File: src/rtl/bphq_pkg.sv
// Shared types, codes and constants of the button press/hold event queue.
// No dependencies; imported by the top level.
package bphq_pkg;

    localparam int DEF_QUEUE_DEPTH = 16;
    localparam int DEF_NUM_BUTTONS = 3;

    localparam int TICK_W = 8;
    localparam int WORD_W = 6;
    localparam int DUR_W  = 6;

    localparam logic [TICK_W-1:0] HOLD_TICKS_RESET = 8'd30;
    localparam logic [TICK_W-1:0] COUNT_MAX        = 8'd255;
    localparam logic [DUR_W-1:0]  DUR_PRESS        = 6'd0;
    localparam logic [DUR_W-1:0]  DUR_RELEASE      = 6'd10;
    localparam logic [DUR_W-1:0]  DUR_HOLD         = 6'd60;
    localparam logic [WORD_W-1:0] FLAG_PRESS       = 6'h20;
    localparam logic [WORD_W-1:0] FLAG_HOLD        = 6'h10;

    typedef enum logic [1:0] {
        REQ_EDGE  = 2'd0,
        REQ_TIMER = 2'd1,
        REQ_READ  = 2'd2,
        REQ_CLEAR = 2'd3
    } req_t;

    typedef enum logic [1:0] {
        ST_UP     = 2'd0,
        ST_DOWN   = 2'd1,
        ST_BOUNCE = 2'd2
    } btn_state_t;

    typedef enum logic [1:0] {
        REARM_NONE  = 2'd0,
        REARM_SHORT = 2'd1,
        REARM_LONG  = 2'd2
    } rearm_t;

    typedef enum logic [1:0] {
        IRQ_KEEP    = 2'd0,
        IRQ_DISABLE = 2'd1,
        IRQ_ENABLE  = 2'd2
    } irq_t;

    typedef enum logic [1:0] {
        LEVEL_NONE  = 2'd0,
        LEVEL_CLEAR = 2'd1,
        LEVEL_SET   = 2'd2
    } level_t;

    typedef enum logic [1:0] {
        KIND_RELEASE = 2'd0,
        KIND_PRESS   = 2'd1,
        KIND_HOLD    = 2'd2
    } kind_t;

    localparam logic [1:0] BTN_RESET  = 2'd0;
    localparam logic [1:0] BTN_BACKUP = 2'd1;

    // Key code reported for a button index.
    function automatic logic [1:0] button_key(input logic [1:0] btn);
        logic [1:0] code;
        case (btn)
            2'd0:    code = 2'd1;
            2'd1:    code = 2'd0;
            2'd2:    code = 2'd2;
            default: code = 2'd0;
        endcase
        return code;
    endfunction

endpackage

File: src/rtl/bphq_ram.sv
// Generic single-write, single-read RAM with registered read data.
// No dependencies.
module bphq_ram #(
    parameter  int WIDTH = 8,
    parameter  int DEPTH = 16,
    localparam int AW    = (DEPTH > 1) ? $clog2(DEPTH) : 1
) (
    input  logic             clk,
    input  logic             we,
    input  logic [AW-1:0]    waddr,
    input  logic [WIDTH-1:0] wdata,
    input  logic             re,
    input  logic [AW-1:0]    raddr,
    output logic [WIDTH-1:0] rdata
);

    logic [WIDTH-1:0] mem [DEPTH];
    logic [WIDTH-1:0] rdata_reg;

    always_ff @(posedge clk) begin
        if (we) begin
            mem[waddr] <= wdata;
        end
        if (re) begin
            rdata_reg <= mem[raddr];
        end
    end

    assign rdata = rdata_reg;

endmodule

File: src/rtl/button_press_hold_event_queue.sv
// Top level of the button press/hold event queue.
// Depends on bphq_pkg and bphq_ram.
//
// Usage:
//   s_* channel (valid/ready) carries one request: an edge interrupt, a
//   timer expiry with the sampled pin, a queue read or a queue clear.
//   m_* channel (valid/ready) returns exactly one result per request:
//   timer rearm, interrupt mask and level commands, the event announced
//   (if any), the word popped by a read (if any) and the two sampled
//   button levels.
//   cfg_* channel writes hold_ticks; it is always ready. Write it only
//   while no request is in flight.
// Result: registered; valid in the cycle after request acceptance.
// Throughput: one request per cycle while results are taken; all per-button
//   state and ring pointers update in the cycle of acceptance, and the ring
//   RAM read lands in its output register together with the result register.
// Stall: the result register holds while m_ready is low; s_ready drops
//   only when a result is held and not being taken in the same cycle.
// Reset (aresetn low, synchronous): all buttons up, hold counters and
//   ring pointers zero, levels zero, hold_ticks back to 30, no result
//   pending. Ring entries are not cleared; only written words are read.
module button_press_hold_event_queue
    import bphq_pkg::*;
#(
    parameter  int QUEUE_DEPTH = DEF_QUEUE_DEPTH,
    parameter  int NUM_BUTTONS = DEF_NUM_BUTTONS,
    localparam int PTR_W       = (QUEUE_DEPTH > 1) ? $clog2(QUEUE_DEPTH) : 1
) (
    input  logic              aclk,
    input  logic              aresetn,
    // configuration write
    input  logic              cfg_valid,
    output logic              cfg_ready,
    input  logic [TICK_W-1:0] cfg_hold_ticks,
    // request channel
    input  logic              s_valid,
    output logic              s_ready,
    input  logic [1:0]        s_req_type,
    input  logic [1:0]        s_button,
    input  logic              s_pin_level,
    // result channel
    output logic              m_valid,
    input  logic              m_ready,
    output logic [1:0]        m_rearm_timer,
    output logic [1:0]        m_irq_mask_cmd,
    output logic [1:0]        m_level_cmd,
    output logic              m_event_valid,
    output logic [1:0]        m_event_button,
    output logic [1:0]        m_event_kind,
    output logic [DUR_W-1:0]  m_event_duration,
    output logic              m_event_down,
    output logic              m_read_valid,
    output logic [WORD_W-1:0] m_read_code,
    output logic              m_reset_level,
    output logic              m_backup_level
);

    localparam logic [PTR_W-1:0] PTR_LAST = PTR_W'(QUEUE_DEPTH - 1);

    // ---------------------------------------------------------------
    // State
    // ---------------------------------------------------------------
    logic [TICK_W-1:0] hold_ticks_reg;
    btn_state_t        status_reg [NUM_BUTTONS];
    btn_state_t        status_next [NUM_BUTTONS];
    logic [TICK_W-1:0] count_reg [NUM_BUTTONS];
    logic [TICK_W-1:0] count_next [NUM_BUTTONS];
    logic [PTR_W-1:0]  head_reg, head_next;
    logic [PTR_W-1:0]  tail_reg, tail_next;
    logic              reset_seen_reg, reset_seen_next;
    logic              backup_seen_reg, backup_seen_next;

    // result register
    logic              m_valid_reg;
    rearm_t            rearm_reg, rearm_next;
    irq_t              irq_reg, irq_next;
    level_t            level_reg, level_next;
    logic              ev_valid_reg, ev_valid_next;
    logic [1:0]        ev_button_reg, ev_button_next;
    kind_t             ev_kind_reg, ev_kind_next;
    logic [DUR_W-1:0]  ev_dur_reg, ev_dur_next;
    logic              ev_down_reg, ev_down_next;
    logic              rd_valid_reg, rd_valid_next;

    // ring RAM port
    logic              ram_we;
    logic [WORD_W-1:0] ram_wdata;
    logic              ram_re;
    logic [WORD_W-1:0] ram_rdata;

    logic              accept;
    req_t              req;
    logic              hit [NUM_BUTTONS];
    logic              btn_ok;
    btn_state_t        sel_status;
    logic [TICK_W-1:0] sel_count;
    btn_state_t        new_status;
    logic [TICK_W-1:0] new_count;
    logic              emit;
    kind_t             emit_kind;
    logic [1:0]        code;

    // Hold a finished result; take a new request whenever it moves on.
    assign s_ready   = !m_valid_reg || m_ready;
    assign accept    = s_valid && s_ready;
    assign cfg_ready = 1'b1;
    assign req       = req_t'(s_req_type);
    assign code      = button_key(s_button);

    // Decode the addressed button and pick up its state.
    always_comb begin
        btn_ok     = 1'b0;
        sel_status = ST_UP;
        sel_count  = '0;
        for (int i = 0; i < NUM_BUTTONS; i++) begin
            hit[i] = (s_button == 2'(i));
            if (hit[i]) begin
                btn_ok     = 1'b1;
                sel_status = status_reg[i];
                sel_count  = count_reg[i];
            end
        end
    end

    // Per-request decision: commands, event and the addressed button's update.
    always_comb begin
        rearm_next       = REARM_NONE;
        irq_next         = IRQ_KEEP;
        level_next       = LEVEL_NONE;
        emit             = 1'b0;
        emit_kind        = KIND_RELEASE;
        rd_valid_next    = 1'b0;
        new_status       = sel_status;
        new_count        = sel_count;
        head_next        = head_reg;
        tail_next        = tail_reg;
        reset_seen_next  = reset_seen_reg;
        backup_seen_next = backup_seen_reg;

        case (req)
            REQ_EDGE: begin
                if (btn_ok) begin
                    // mask all button interrupts and debounce
                    irq_next   = IRQ_DISABLE;
                    rearm_next = REARM_SHORT;
                    new_status = ST_BOUNCE;
                end
            end
            REQ_TIMER: begin
                if (btn_ok) begin
                    if (s_button == BTN_RESET) begin
                        reset_seen_next = s_pin_level;
                    end else if (s_button == BTN_BACKUP) begin
                        backup_seen_next = s_pin_level;
                    end
                    if (s_pin_level) begin
                        if (sel_status == ST_BOUNCE) begin
                            emit       = 1'b1;
                            emit_kind  = KIND_PRESS;
                            new_status = ST_DOWN;
                        end else if (sel_count == hold_ticks_reg) begin
                            // long press: flip polarity, listen for release
                            emit       = 1'b1;
                            emit_kind  = KIND_HOLD;
                            level_next = LEVEL_CLEAR;
                            irq_next   = IRQ_ENABLE;
                        end
                        if (sel_count != COUNT_MAX) begin
                            new_count = sel_count + TICK_W'(1);
                        end
                        rearm_next = REARM_LONG;
                    end else begin
                        if (sel_count > hold_ticks_reg) begin
                            // release after hold: restore polarity only
                            level_next = LEVEL_SET;
                        end else begin
                            emit      = 1'b1;
                            emit_kind = KIND_RELEASE;
                            irq_next  = IRQ_ENABLE;
                        end
                        new_status = ST_UP;
                        new_count  = '0;
                    end
                end
            end
            REQ_READ: begin
                if (head_reg != tail_reg) begin
                    rd_valid_next = 1'b1;
                    tail_next     = (tail_reg == PTR_LAST) ? '0 : tail_reg + PTR_W'(1);
                end
            end
            REQ_CLEAR: begin
                head_next = '0;
                tail_next = '0;
            end
            default: begin
            end
        endcase

        // Write every event, no overflow check.
        if (emit) begin
            head_next = (head_reg == PTR_LAST) ? '0 : head_reg + PTR_W'(1);
        end
    end

    // Event fields and the queued word.
    always_comb begin
        ev_valid_next  = emit;
        ev_button_next = emit ? code : 2'd0;
        ev_kind_next   = emit ? emit_kind : KIND_RELEASE;
        ev_down_next   = emit && (emit_kind == KIND_PRESS);
        ev_dur_next    = '0;
        ram_wdata      = {{(WORD_W-2){1'b0}}, code};
        case (emit_kind)
            KIND_PRESS: begin
                ev_dur_next = DUR_PRESS;
                ram_wdata   = ram_wdata | FLAG_PRESS;
            end
            KIND_HOLD: begin
                ev_dur_next = emit ? DUR_HOLD : '0;
                ram_wdata   = ram_wdata | FLAG_HOLD;
            end
            default: begin
                ev_dur_next = emit ? DUR_RELEASE : '0;
            end
        endcase
    end

    // Apply the update to the addressed button only.
    always_comb begin
        for (int i = 0; i < NUM_BUTTONS; i++) begin
            status_next[i] = status_reg[i];
            count_next[i]  = count_reg[i];
            if (accept && hit[i]) begin
                status_next[i] = new_status;
                count_next[i]  = new_count;
            end
        end
    end

    assign ram_we = accept && emit;
    assign ram_re = accept && rd_valid_next;

    bphq_ram #(
        .WIDTH (WORD_W),
        .DEPTH (QUEUE_DEPTH)
    ) u_ring (
        .clk   (aclk),
        .we    (ram_we),
        .waddr (head_reg),
        .wdata (ram_wdata),
        .re    (ram_re),
        .raddr (tail_reg),
        .rdata (ram_rdata)
    );

    // Control state.
    always_ff @(posedge aclk) begin
        if (!aresetn) begin
            hold_ticks_reg  <= HOLD_TICKS_RESET;
            head_reg        <= '0;
            tail_reg        <= '0;
            reset_seen_reg  <= 1'b0;
            backup_seen_reg <= 1'b0;
            m_valid_reg     <= 1'b0;
            for (int i = 0; i < NUM_BUTTONS; i++) begin
                status_reg[i] <= ST_UP;
                count_reg[i]  <= '0;
            end
        end else begin
            if (cfg_valid && cfg_ready) begin
                hold_ticks_reg <= cfg_hold_ticks;
            end
            if (accept) begin
                head_reg        <= head_next;
                tail_reg        <= tail_next;
                reset_seen_reg  <= reset_seen_next;
                backup_seen_reg <= backup_seen_next;
                m_valid_reg     <= 1'b1;
            end else if (m_ready) begin
                m_valid_reg <= 1'b0;
            end
            for (int i = 0; i < NUM_BUTTONS; i++) begin
                status_reg[i] <= status_next[i];
                count_reg[i]  <= count_next[i];
            end
        end
    end

    // Result payload: load on accept, hold otherwise.
    always_ff @(posedge aclk) begin
        if (accept) begin
            rearm_reg     <= rearm_next;
            irq_reg       <= irq_next;
            level_reg     <= level_next;
            ev_valid_reg  <= ev_valid_next;
            ev_button_reg <= ev_button_next;
            ev_kind_reg   <= ev_kind_next;
            ev_dur_reg    <= ev_dur_next;
            ev_down_reg   <= ev_down_next;
            rd_valid_reg  <= rd_valid_next;
        end
    end

    assign m_valid          = m_valid_reg;
    assign m_rearm_timer    = rearm_reg;
    assign m_irq_mask_cmd   = irq_reg;
    assign m_level_cmd      = level_reg;
    assign m_event_valid    = ev_valid_reg;
    assign m_event_button   = ev_button_reg;
    assign m_event_kind     = ev_kind_reg;
    assign m_event_duration = ev_dur_reg;
    assign m_event_down     = ev_down_reg;
    assign m_read_valid     = rd_valid_reg;
    // The RAM output register advances only on a pop, in step with the result.
    assign m_read_code      = rd_valid_reg ? ram_rdata : '0;
    // Levels change only on accept, so they track the held result.
    assign m_reset_level    = reset_seen_reg;
    assign m_backup_level   = backup_seen_reg;

    // ---------------------------------------------------------------
    // Assertions
    // ---------------------------------------------------------------
    a_event_xor_read: assert property (@(posedge aclk) disable iff (!aresetn)
        m_valid_reg |-> !(ev_valid_reg && rd_valid_reg))
        else $error("event and read result in one item");

    a_empty_read: assert property (@(posedge aclk) disable iff (!aresetn)
        (accept && req == REQ_READ && head_reg == tail_reg) |=> !rd_valid_reg)
        else $error("read from empty ring returned an entry");

    a_down_is_press: assert property (@(posedge aclk) disable iff (!aresetn)
        (m_valid_reg && ev_down_reg) |-> (ev_kind_reg == KIND_PRESS
                                          && ev_dur_reg == DUR_PRESS))
        else $error("down action without press event");

    a_edge_masks: assert property (@(posedge aclk) disable iff (!aresetn)
        (accept && req == REQ_EDGE && btn_ok) |=> (irq_reg == IRQ_DISABLE
                                                   && !ev_valid_reg))
        else $error("edge request did not mask interrupts");

endmodule

File: config.mk
export PLATFORM = sky130hd
export DESIGN_NAME = button_press_hold_event_queue
export DESIGN_NICKNAME = d
export VERILOG_FILES = /design/src/rtl/bphq_pkg.sv /design/src/rtl/bphq_ram.sv /design/src/rtl/button_press_hold_event_queue.sv
export SDC_FILE = /design/constraint.sdc
export NUM_CORES = 1
export LEC_CHECK = 0
export BUFFER_PORTS_ARGS = -buffer_cell sky130_fd_sc_hd__buf_2
export CAP_MARGIN = 20
export CORE_MARGIN = 4
export CORE_UTILIZATION = 60
export CTS_BUF_LIST = sky130_fd_sc_hd__clkbuf_8
export DETAILED_ROUTE_END_ITERATION = 12
export HOLD_SLACK_MARGIN = 0.12
export PLACE_DENSITY = 0.78
export SYNTH_ARGS = -nofsm -noshare
export SYNTH_HDL_FRONTEND = slang
export SYNTH_SLANG_ARGS = --single-unit
File: constraint.sdc
create_clock -name aclk -period 7.3 [get_ports aclk]
set_input_delay 0.365 -clock aclk [delete_from_list [all_inputs] [get_ports aclk]]
set_output_delay 0.365 -clock aclk [all_outputs]
set_load 0.03 [all_outputs]
==> summary.txt, run 1 <==
Run status
  • Outcome: finished clean

Finish
  • Area occupied by multi-input gates: 2410 sq um
  • Fin nets: 573
  • Post-route cell area: 6730 sq um
  • Register area: 3470 sq um
  • Area Growth Syn to Fin: 9.53%
  • Share of cells above drive strength 1: 19.6%
  • Number of diodes: 0
  • Final Util: 68.2%
  • Max reg flops: 64
  • Filler cell count: 712

CTS
  • Postcts setup bufs: 0
  • Clk buf depth: 2
  • Clock transition at the registers of the reported paths: 0.08 ns
  • Clock sink count: 132
  • Clock Tree Root: clkbuf_8
  • Cts bufs inserted: 17
  • TritonCTS clock tree: built
  • Clk_lat worst skew: 0.43 ns
  • H-tree Lvls: 4
  • Post-CTS sizing: 0
  • Post-cts hold buffer count: 0

Worst setup path
  • Startpoint class of the critical path: primary input
  • WS Path Type: primary input to flop
  • Critical path required time: 7.43 ns
  • Setup crit end kind: flop
  • CP arrival: 4.25 ns
  • Worst Path Max Fanout: 28

Logic synthesis
  • Synth Area in Compound Gates: 11.7%
  • Cell variety after synth: 63
  • YS warnings: 0
  • Top FF cell, synth: edfxtp_1
  • EDFF count, synth: 83
  • Synth Area in Simple Gates: 12.9%
  • Gate Count Post-Synth: 505
  • Synthesized area: 6140 sq um
  • FF+latch count, synth: 132
  • Async SR Flop Fraction: 0%
  • Mux cell area share after synthesis: 10.1%
  • Sequential area share after synthesis: 56.5%
  • Syn avg cell area: 12.2 sq um
  • Largest family of logic cells by synthesized area: simple AND/OR/NAND/NOR gates
  • Xor and xnor area share after synthesis: 0.713%
  • Post-Synth Adder-Cell Area: 3.67%

STA
  • Highest Clock Rate: 243 MHz
  • RSZ-0062 raised after global routing: false
  • Final Skew: 0.0121 ns
  • Endpoints failing setup: 0
  • Relative max-transition margin: 34.4%
  • Max-slew violations: 0
  • Crit share post-route: 56.5%
  • Crit path time final: 4.12 ns
  • Worst Tran Pin Value: 0.974 ns
  • Final TNS setup: 0 ns
  • Fin. Hold Viols: 0

Floorplan
  • Io pins: 48
  • Core ar.: 9860 sq um
  • Rows: 36
  • Die height: 109 um
  • Initial core utilization: 62.3%
  • Chip width: 109 um
  • Die area: 11900 sq um

Place
  • DP Wirelength: 9.51 mm
  • Gp weighted congestion: 0.828
  • Dpl cell area: 6370 sq um
  • Port Buffers: 43

Power and ir drop
  • Sequential share of power: 54.8%
  • Max rail drop VDD: 0.131 mV
  • Clock power frac: 37.5%
  • Cell Int Power: 1.08 mW
  • LEAKAGE: 2.55 nW
  • Pwr dens: 219 nW/um^2
  • Switching part of the total: 26.7%
  • Final total power: 1.47 mW
  • NetSw: 0.394 mW
  • Gate power share: 7.7%

Global route
  • GR Util All Layers: 24.9%
  • Largest net degree at the start of global routing: 43
  • Global-route wire length before repair: 22.1 mm
  • Vias in the first global route: 4266
  • Gr ovfl total: 0
  • Antenna violations before repair: 0

Detailed routing
  • Post-Route WL: 13.6 mm
  • Wirelength per Cell: 20.0 um
  • Vias per cell: 6.20
  • Antenna viol nets, final: 0
  • TritonRoute pass-1 iters: 5
  • DRC: 0
  • DR iter-0 viols: 328
  • Via count: 4236

Flow run
  • Max cap viols: 0

Min path
  • Hold/Removal Path Class: primary input to flop
==> layout by cell type (no fill, tap or decap), drive strengths merged, types with 2 or more instances in the layout <==
cell / instances
buf: 47
nor2: 22
mux2i: 17
a2bb2oi: 2
inv: 29
nand2b: 3
o2bb2ai: 9
a221oi: 3
xor2: 5
and3: 15
nor4: 5
a211oi: 2
edfxtp: 83
and2: 14
nand4: 4
nand3: 21
clkbuf: 17
nor3b: 4
or2: 3
nand2: 27
a21o: 3
mux4: 20
ha: 18
nor2b: 5
clkinvlp: 5
o211ai: 9
nor3: 11
or3b: 2
or3: 3
o21ai: 34
and4: 3
a21oi: 31
dfxtp: 49
a31oi: 4
conb: 4
==> cell usage after synthesis, types with 3 or more instances <==
master | number | area share (%)
a31oi_1 | 4 | 0.41
nor3_1 | 11 | 0.90
and4_1 | 3 | 0.43
xor2_1 | 5 | 0.71
o2bb2ai_1 | 6 | 0.86
clkbuf_1 | 16 | 0.98
buf_4 | 8 | 0.98
o2bb2ai_2 | 3 | 0.73
a21oi_1 | 31 | 2.5
nor3b_1 | 4 | 0.49
inv_1 | 19 | 1.2
o21ai_0 | 33 | 2.7
and3_1 | 15 | 1.5
buf_2 | 7 | 0.57
nand3_1 | 21 | 1.7
nand4_1 | 3 | 0.31
mux4_2 | 20 | 7.3
a21o_1 | 3 | 0.37
ha_1 | 18 | 3.7
nor2_1 | 22 | 1.3
nor2b_1 | 5 | 0.51
or3_1 | 3 | 0.31
dfxtp_1 | 49 | 16
o211ai_1 | 9 | 1.1
edfxtp_1 | 83 | 41
and2_1 | 13 | 1.3
nand2_1 | 27 | 1.6
nor4_1 | 5 | 0.51
mux2i_1 | 17 | 2.8
==> per-layer routing <==
metal | GRT usage, % | wire, um | up-vias
li1 | - | - | 1957
met1 | 29.4 | 5280 | 2090
met2 | 43.2 | 7130 | 149
met3 | 5.92 | 730 | 40
met4 | 11.3 | 501 | 0
met5 | 0 | 0 | -
==> worst paths after layout <==
path         cells after the start                 to         startpoint  slack (ns)
min                              3  hold_ticks_reg[1]  cfg_hold_ticks[1]        0.16
max reg2reg                     10  u_ring.mem[12][5]   count_reg[0][15]        3.55
max                             12  u_ring.mem[12][5]        s_button[0]        3.18
min reg2reg                      2      m_reset_level      m_reset_level        0.47
==> worst max-delay path, stage by stage <==
cell,delay [ns]
buf_2,0.38
nand2b_4,0.23
inv_2,0.21
a2bb2oi_1,0.41
inv_1,0.16
ha_1,0.35
nand4_1,0.14
or2_1,0.33
o211a_1,0.15
or3_1,0.42
nor2_1,0.68
and4_1,0.40
==> stage by stage <==
stage                     hold WS [ns]  worst slack [ns]  instances
after floorplan                  0.442              3.83        507
after global placement           0.444              2.89        651
after detailed placement         0.457              2.83        651
after CTS                        0.142              3.25        683
after global routing             0.143              2.99        683
final                            0.157              3.18        683
==> layout make-up <==
cell class | count | area share [%]
clock buffer | 17 | 3.48
clock inverter | 15 | 1.82
inverter | 20 | 1.12
multi-input combinational | 319 | 35.9
sequential | 132 | 51.6
tap | 133 | 2.47
timing repair buffer | 47 | 3.64
==> power groups by stage <==
stage               combinational [mW]  sequential [mW]  clock (mW)
global route                     0.124            0.810       0.601
floorplan                       0.0740            0.834           0
global placement                 0.110            0.825           0
finish                           0.114            0.808       0.552
detailed placement               0.114            0.825           0
CTS                              0.114            0.808       0.558
==> kinds of logic after synthesis <==
logic type | count (synthesis)
AO/OA/AOI/OAI | 109
adder cells (fa/ha/maj) | 18
other | 2
flip-flops | 132
multiplexers | 37
buffers and inverters | 56
XOR/XNOR | 5
AND/OR/NAND/NOR | 146
(Power assumes the default switching activity.)
==> run 2, diff against run 1 <==
==> constraint.sdc (replaced) <==
create_clock -name aclk -period 3.8 [get_ports aclk]
set_input_delay 0.19 -clock aclk [delete_from_list [all_inputs] [get_ports aclk]]
set_output_delay 0.19 -clock aclk [all_outputs]
set_load 0.03 [all_outputs]
==> run 2 against run 1 <==
Wire length grew 0.96%; flip-flop and latch count unchanged; global-route usage increased by 0.11 points; setup slack lost 2.7 ns; critical path depth decreased by 1; total power increased by 90%; non-clock buffer count rose by 21; sequential power up 93%; critical path type is now flop to flop; critical endpoint is now u_ring.mem[12][1]; highest routed layer unchanged.
==> summary.txt, run 2 (synthesized netlist as in run 1, its figures left out) <==
Run status
  • Outcome: finished clean

CTS
  • Clock sink count: 132 (unchanged)
  • Clock Tree Root: clkbuf_8
  • TritonCTS clock tree: built
  • Clk_lat worst skew: 0.45 ns (+0.02 ns)
  • H-tree Lvls: 4 (unchanged)
  • Clk buf depth: 2 (unchanged)
  • Clock transition at the registers of the reported paths: 0.07 ns (about the same)
  • Cts bufs inserted: 17 (unchanged)
  • Postcts setup bufs: 0 (unchanged)

STA
  • Highest Clock Rate: 299 MHz
  • Relative max-transition margin: 45.5% (+11 points)
  • Final TNS setup: 0 ns (unchanged)
  • Crit path time final: 3.35 ns
  • RSZ-0062 raised after global routing: false
  • Crit share post-route: 88.1%
  • Final Skew: 0.00972 ns (-0.00239 ns)
  • Worst Tran Pin Value: 0.814 ns (-0.160 ns)
  • Max-slew violations: 0 (unchanged)
  • Endpoints failing setup: 0 (unchanged)
  • Fin. Hold Viols: 0 (unchanged)

Finish
  • Commonest non-fill, non-tap cells in the layout: 83 x edfxtp_1, 49 x dfxtp_1, 43 x buf_2, 33 x o21ai_0, 31 x a21oi_1
  • Fin nets: 594 (+3.7%)
  • Non-filler cells, final: 704 (+3.1%)
  • Area Growth Syn to Fin: 12.3%
  • Max reg flops: 64 (unchanged)
  • Number of diodes: 0 (unchanged)
  • Most common cell after layout, fill and taps aside: edfxtp_1
  • Share of cells above drive strength 1: 20.5% (+0.85 points)

Power and ir drop
  • Switching part of the total: 25.9% (-0.77 points)
  • Cell Int Power: 2.07 mW (+92%)
  • NetSw: 0.724 mW (+84%)
  • LEAKAGE: 2.63 nW (+3.2%)
  • Max rail drop VDD: 0.440 mV (+240%)
  • Pwr dens: 405 nW/um^2 (+85%)
  • Gate power share: 8.1% (+0.4 points)
  • Clock power frac: 36.2% (-1.3 points)
  • Sequential share of power: 55.7% (+0.9 points)

Detailed routing
  • TritonRoute pass-1 iters: 6 (+1)
  • DRC: 0 (unchanged)
  • Vias per cell: 6.02 (-2.9%)
  • Antenna viol nets, final: 0 (unchanged)
  • DR iter-0 viols: 265 (-19%)
  • Post-Route WL: 13.8 mm (+0.96%)
  • Via count: 4241 (+0.12%)
  • Wirelength per Cell: 19.6 um (-2.1%)

Global route
  • Gr ovfl total: 0 (unchanged)
  • Vias in the first global route: 4355 (+2.1%)
  • GR Util All Layers: 25.0% (+0.11 points)
  • Antenna violations before repair: 0 (unchanged)
  • Largest net degree at the start of global routing: 43 (unchanged)
  • Global-route wire length before repair: 22.1 mm (about the same)

Place
  • DP Wirelength: 9.72 mm (+2.2%)
  • Gp weighted congestion: 0.859 (+3.8%)
  • Dpl cells: 661 (+1.5%)
  • Port Buffers: 43 (unchanged)

Floorplan
  • Initial core utilization: 62.3% (unchanged)
  • Io pins: 48 (unchanged)
  • Die height: 109 um (unchanged)
  • Rows: 36 (unchanged)
  • Die area: 11900 sq um (unchanged)
  • Chip width: 109 um (unchanged)
  • Core ar.: 9860 sq um (unchanged)

Worst setup path
  • Worst Path Max Fanout: 14 (-50%)
  • Reg2reg start: count_reg[0][15]
  • CP arrival: 3.49 ns (-0.76 ns)
  • Worst r2r path cells: 11 (+1)
  • Cell family with most CP delay: simple AND/OR/NAND/NOR gates
  • Startpoint class of the critical path: flop
  • Crit path buf inv count: 2 (-1)
  • Reg2reg setup slack: 0.45 ns (-3.10 ns)
  • Setup crit end kind: flop
  • WS Path Type: flop to flop
  • Critical path required time: 3.94 ns (-3.49 ns)
  • Worst path max stage delay: 0.41 ns (-0.27 ns)
  • Slowest CP cell: or3_1
  • CP cell instances: mux2i_1 > a2bb2oi_1 > inv_1 > ha_1 > nand4_1 > or2_1 > o211a_1 > or3_1 > nor2_1 > buf_4 > and4_1
  • Reg-to-reg endpoint: u_ring.mem[12][1]

Flow run
  • Max cap viols: 0 (unchanged)

Min path
  • Hold Crit Endpoint: hold_ticks_reg[2]
  • Hold/Removal Path Class: primary input to flop
  • Worst hold stages: 3 (unchanged)
  • Beginning of the worst hold path: cfg_valid
run 2: cell types whose count changed in the layout (fill, tap and decap cells not counted), sizes merged:
cell and change:
buf +10, clkinv +6, dlygate4sd3 +11, inv -6
run 2: stage by stage:
stage	setup slack, ns	instance area [sq um]	hold WS [ns]	util, %	total power, mW
6_report	0.452	6900	0.139	70.0	2.79
5_1_grt	0.277	6900	0.127	70.0	2.90
4_1_cts	0.515	6900	0.120	70.0	2.81
3_5_place_dp	0.357	6450	0.415	65.4	1.81
3_3_place_gp	0.450	6450	0.408	65.4	1.80
2_1_floorplan	0.505	6150	0.319	-	1.74
run 2: what timing repair did:
action / in CTS / in global routing
endpoints found under the hold margin: 10 / 0
gates resized for setup: 0 / 0
hold buffers: 11 / 0
run 2: layer usage:
| metal | GRT usage (%) | vias to the layer above | wire (um) |
|---|---|---|---|
| met5 | 0 | - | 0 |
| met4 | 11.8 | 0 | 446 |
| met3 | 5.86 | 35 | 676 |
| met2 | 44.8 | 133 | 7360 |
| met1 | 28.1 | 2064 | 5290 |
| li1 | - | 2009 | - |
run 2: worst max path at each step:
stage / cells after the start / start / to
after floorplan: 16 / s_button[0] / u_ring.mem[1][0]
after global placement: 12 / s_button[0] / u_ring.mem[13][0]
after detailed placement: 12 / s_button[0] / u_ring.mem[14][4]
after CTS: 11 / count_reg[0][15] / u_ring.mem[12][1]
after global routing: 11 / count_reg[0][15] / u_ring.mem[14][4]
final: 11 / count_reg[0][15] / u_ring.mem[12][1]
run 2: worst min-delay path, stage by stage:
cell	delay (ns)
buf_2	0.18
nand2_1	0.08
o211ai_1	0.07
run 2: cell type report:
| type | count | area, sq um |
|---|---|---|
| Inverter | 20 | 75.1 |
| Fill cell | 705 | 2960 |
| Sequential cell | 132 | 3470 |
| Clock buffer | 17 | 234 |
| Multi-Input combinational cell | 319 | 2410 |
| Timing Repair Buffer | 68 | 430 |
| Tap cell | 133 | 166 |
| Clock inverter | 15 | 108 |
run 2: power by group through the flow:
| stage | sequential [mW] | combinational, mW | clock, mW |
|---|---|---|---|
| after global routing | 1.56 | 0.246 | 1.10 |
| after global placement | 1.59 | 0.210 | 0 |
| after CTS | 1.56 | 0.226 | 1.02 |
| after floorplan | 1.60 | 0.142 | 0 |
| after detailed placement | 1.59 | 0.217 | 0 |
| final | 1.56 | 0.227 | 1.01 |
==> run 3, diff against run 2 <==
--- a/config.mk
+++ b/config.mk
@@ -7,6 +7,7 @@
 export LEC_CHECK = 0
 export BUFFER_PORTS_ARGS = -buffer_cell sky130_fd_sc_hd__buf_2
 export CAP_MARGIN = 20
+export CORE_ASPECT_RATIO = 1.75
 export CORE_MARGIN = 4
 export CORE_UTILIZATION = 60
 export CTS_BUF_LIST = sky130_fd_sc_hd__clkbuf_8
==> run 3 against run 2 <==
Clock power grew 34%; clock skew is essentially flat; critical path depth is 1 lower; wire length up 12%; highest routed layer unchanged; total power increased by 12%; largest cell class unchanged; count of clock-buffer cells in the layout stayed put; critical endpoint is now u_ring.mem[14][4]; non-clock buffer count increased by 5; die area increased by 0.53%; register-to-register slack worse by 0.06 ns; critical path type unchanged; global-route usage grew 2.2 points; final area rose by 2.2%.
==> summary.txt, run 3 (synthesized netlist as in run 1, its figures left out) <==
STA
  • RSZ-0062 raised after global routing: false
  • Endpoints failing setup: 0 (unchanged)
  • Relative max-transition margin: 35.1% (-10 points)
  • Worst Tran Pin Value: 0.969 ns (+0.154 ns)
  • Final Skew: 0.00946 ns (-0.000260 ns)
  • Crit path time final: 3.40 ns (+0.0567 ns)
  • Highest Clock Rate: 294 MHz (-1.7%)
  • Final TNS setup: 0 ns (unchanged)
  • Crit share post-route: 89.6% (+1.5 points)
  • Fin. Hold Viols: 0 (unchanged)
  • Max-slew violations: 0 (unchanged)

Finish
  • Number of diodes: 0 (unchanged)
  • Share of cells above drive strength 1: 21.7% (+1.2 points)
  • Filler cell count: 723 (+2.6%)
  • Most common cell after layout, fill and taps aside: edfxtp_1
  • Commonest non-fill, non-tap cells in the layout: 83 x edfxtp_1, 49 x dfxtp_1, 43 x buf_2, 33 x o21ai_0, 31 x a21oi_1
  • Fin nets: 599 (+0.84%)
  • Max reg flops: 64 (unchanged)
  • Non-filler cells, final: 701 (-0.43%)
  • Area Growth Syn to Fin: 14.8%

Min path
  • Hold/Removal Path Class: primary input to flop
  • Beginning of the worst hold path: cfg_valid

CTS
  • TritonCTS clock tree: built
  • Cts bufs inserted: 17 (unchanged)
  • Clock sink count: 132 (unchanged)
  • Postcts setup bufs: 0 (unchanged)
  • Clock transition at the registers of the reported paths: 0.07 ns (about the same)
  • Clock Tree Root: clkbuf_8
  • Clk buf depth: 2 (unchanged)
  • H-tree Lvls: 4 (unchanged)
  • Clk_lat worst skew: 0.45 ns (about the same)

Global route
  • Global-route wire length before repair: 24.5 mm (+11%)
  • Antenna violations before repair: 0 (unchanged)
  • Largest net degree at the start of global routing: 43 (unchanged)
  • Vias in the first global route: 4631 (+6.3%)
  • GR Util All Layers: 27.3% (+2.2 points)
  • Gr ovfl total: 0 (unchanged)

Detailed routing
  • Vias per cell: 6.29 (+4.4%)
  • DRC: 0 (unchanged)
  • DR iter-0 viols: 371 (+40%)
  • Via count: 4410 (+4.0%)
  • Post-Route WL: 15.5 mm (+12%)
  • Wirelength per Cell: 22.1 um (+13%)
  • Antenna viol nets, final: 0 (unchanged)
  • TritonRoute pass-1 iters: 5 (-1)

Place
  • Dpl cells: 659 (-0.30%)
  • DP Wirelength: 11.3 mm (+16%)
  • Port Buffers: 43 (unchanged)
  • Gp weighted congestion: 1.00 (+17%)

Worst setup path
  • Setup crit end kind: flop
  • Critical path required time: 3.94 ns (about the same)
  • Startpoint class of the critical path: flop
  • CP arrival: 3.54 ns (+0.05 ns)
  • WS Path Type: flop to flop
  • Reg2reg start: count_reg[0][15]
  • Worst Path Max Fanout: 14 (unchanged)
  • Worst setup path start: count_reg[0][15]

Run status
  • Outcome: finished clean

Power and ir drop
  • LEAKAGE: 2.72 nW (+3.5%)
  • Final total power: 3.14 mW (+12%)
  • Pwr dens: 445 nW/um^2 (+10%)
  • Max rail drop VDD: 0.254 mV (-42%)

Floorplan
  • Initial core utilization: 61.6% (-0.66 points)
  • Die area: 12000 sq um (+0.53%)
  • Core ar.: 9970 sq um (+1.1%)
  • Chip width: 84.5 um (-23%)
  • Die height: 142 um (+30%)
  • Rows: 48 (+33%)
  • Io pins: 48 (unchanged)

Flow run
  • Max cap viols: 0 (unchanged)
-- run 3: cell types whose count changed in the layout (fill, tap and decap cells not counted), sizes merged --
cell	delta
inv	-1
clkinv	-1
bufinv	+5
buf	+6
dlygate4sd3	-1
clkinvlp	-3
-- run 3: cell type report --
| class | count | area [sq um] | share of cell area (%) |
|---|---|---|---|
| clock buffer | 17 | 234 | 3.32 |
| tap | 125 | 156 | 2.22 |
| clock inverter | 15 | 229 | 3.25 |
| inverter | 20 | 75.1 | 1.06 |
| timing repair buffer | 73 | 465 | 6.60 |
| sequential | 132 | 3470 | 49.3 |
| multi-input combinational | 319 | 2420 | 34.3 |
-- run 3: final timing paths --
path,end,slack (ns),cells after the start
min,hold_ticks_reg[2],0.14,3
min reg2reg,m_backup_level,0.47,2
max reg2reg,u_ring.mem[14][4],0.40,10
max,u_ring.mem[14][4],0.40,10
-- run 3: layer usage --
layer / share of wire [%] / vias to the layer above / global-route usage (%) / wire, um
li1: - / 2021 / - / -
met1: 32 / 2170 / 26.1 / 4880
met2: 59 / 157 / 53.2 / 9110
met3: 4.4 / 62 / 5.00 / 679
met4: 5.2 / 0 / 14.6 / 811
met5: 0 / - / 0 / 0
-- run 3: worst max-delay path: stages, from the launching register on --
cell	delay, ns
dfxtp_1	0.32
mux2i_1	0.14
a2bb2oi_1	0.23
inv_1	0.11
ha_1	0.33
nand4_1	0.14
or2_1	0.27
o211a_1	0.13
or3_1	0.33
nor2_1	0.68
and4_1	0.42
-- run 3: repair_timing --
item                                   4_1_cts  5_1_grt
hold buffers                                10        0
resized for setup                            0        0
endpoints found under the hold margin        9        0
-- run 3: power by group --
| part | switching [mW] | total [mW] | internal, mW |
|---|---|---|---|
| Clock | 0.561 | 1.35 | 0.786 |
| Sequential | 0.0160 | 1.56 | 1.54 |
| Combinational | 0.153 | 0.236 | 0.0827 |
| Total | 0.730 | 3.14 | 2.41 |
-- run 3: stage by stage --
stage               worst slack [ns]  cell area, sq um  util [%]  hold WS, ns
floorplan                      0.505              6150         -        0.319
global placement               0.332              6490      65.1        0.413
detailed placement             0.347              6490      65.1        0.413
CTS                            0.468              7050      70.7        0.123
global route                   0.144              7050      70.7        0.155
finish                         0.396              7050      70.7        0.140
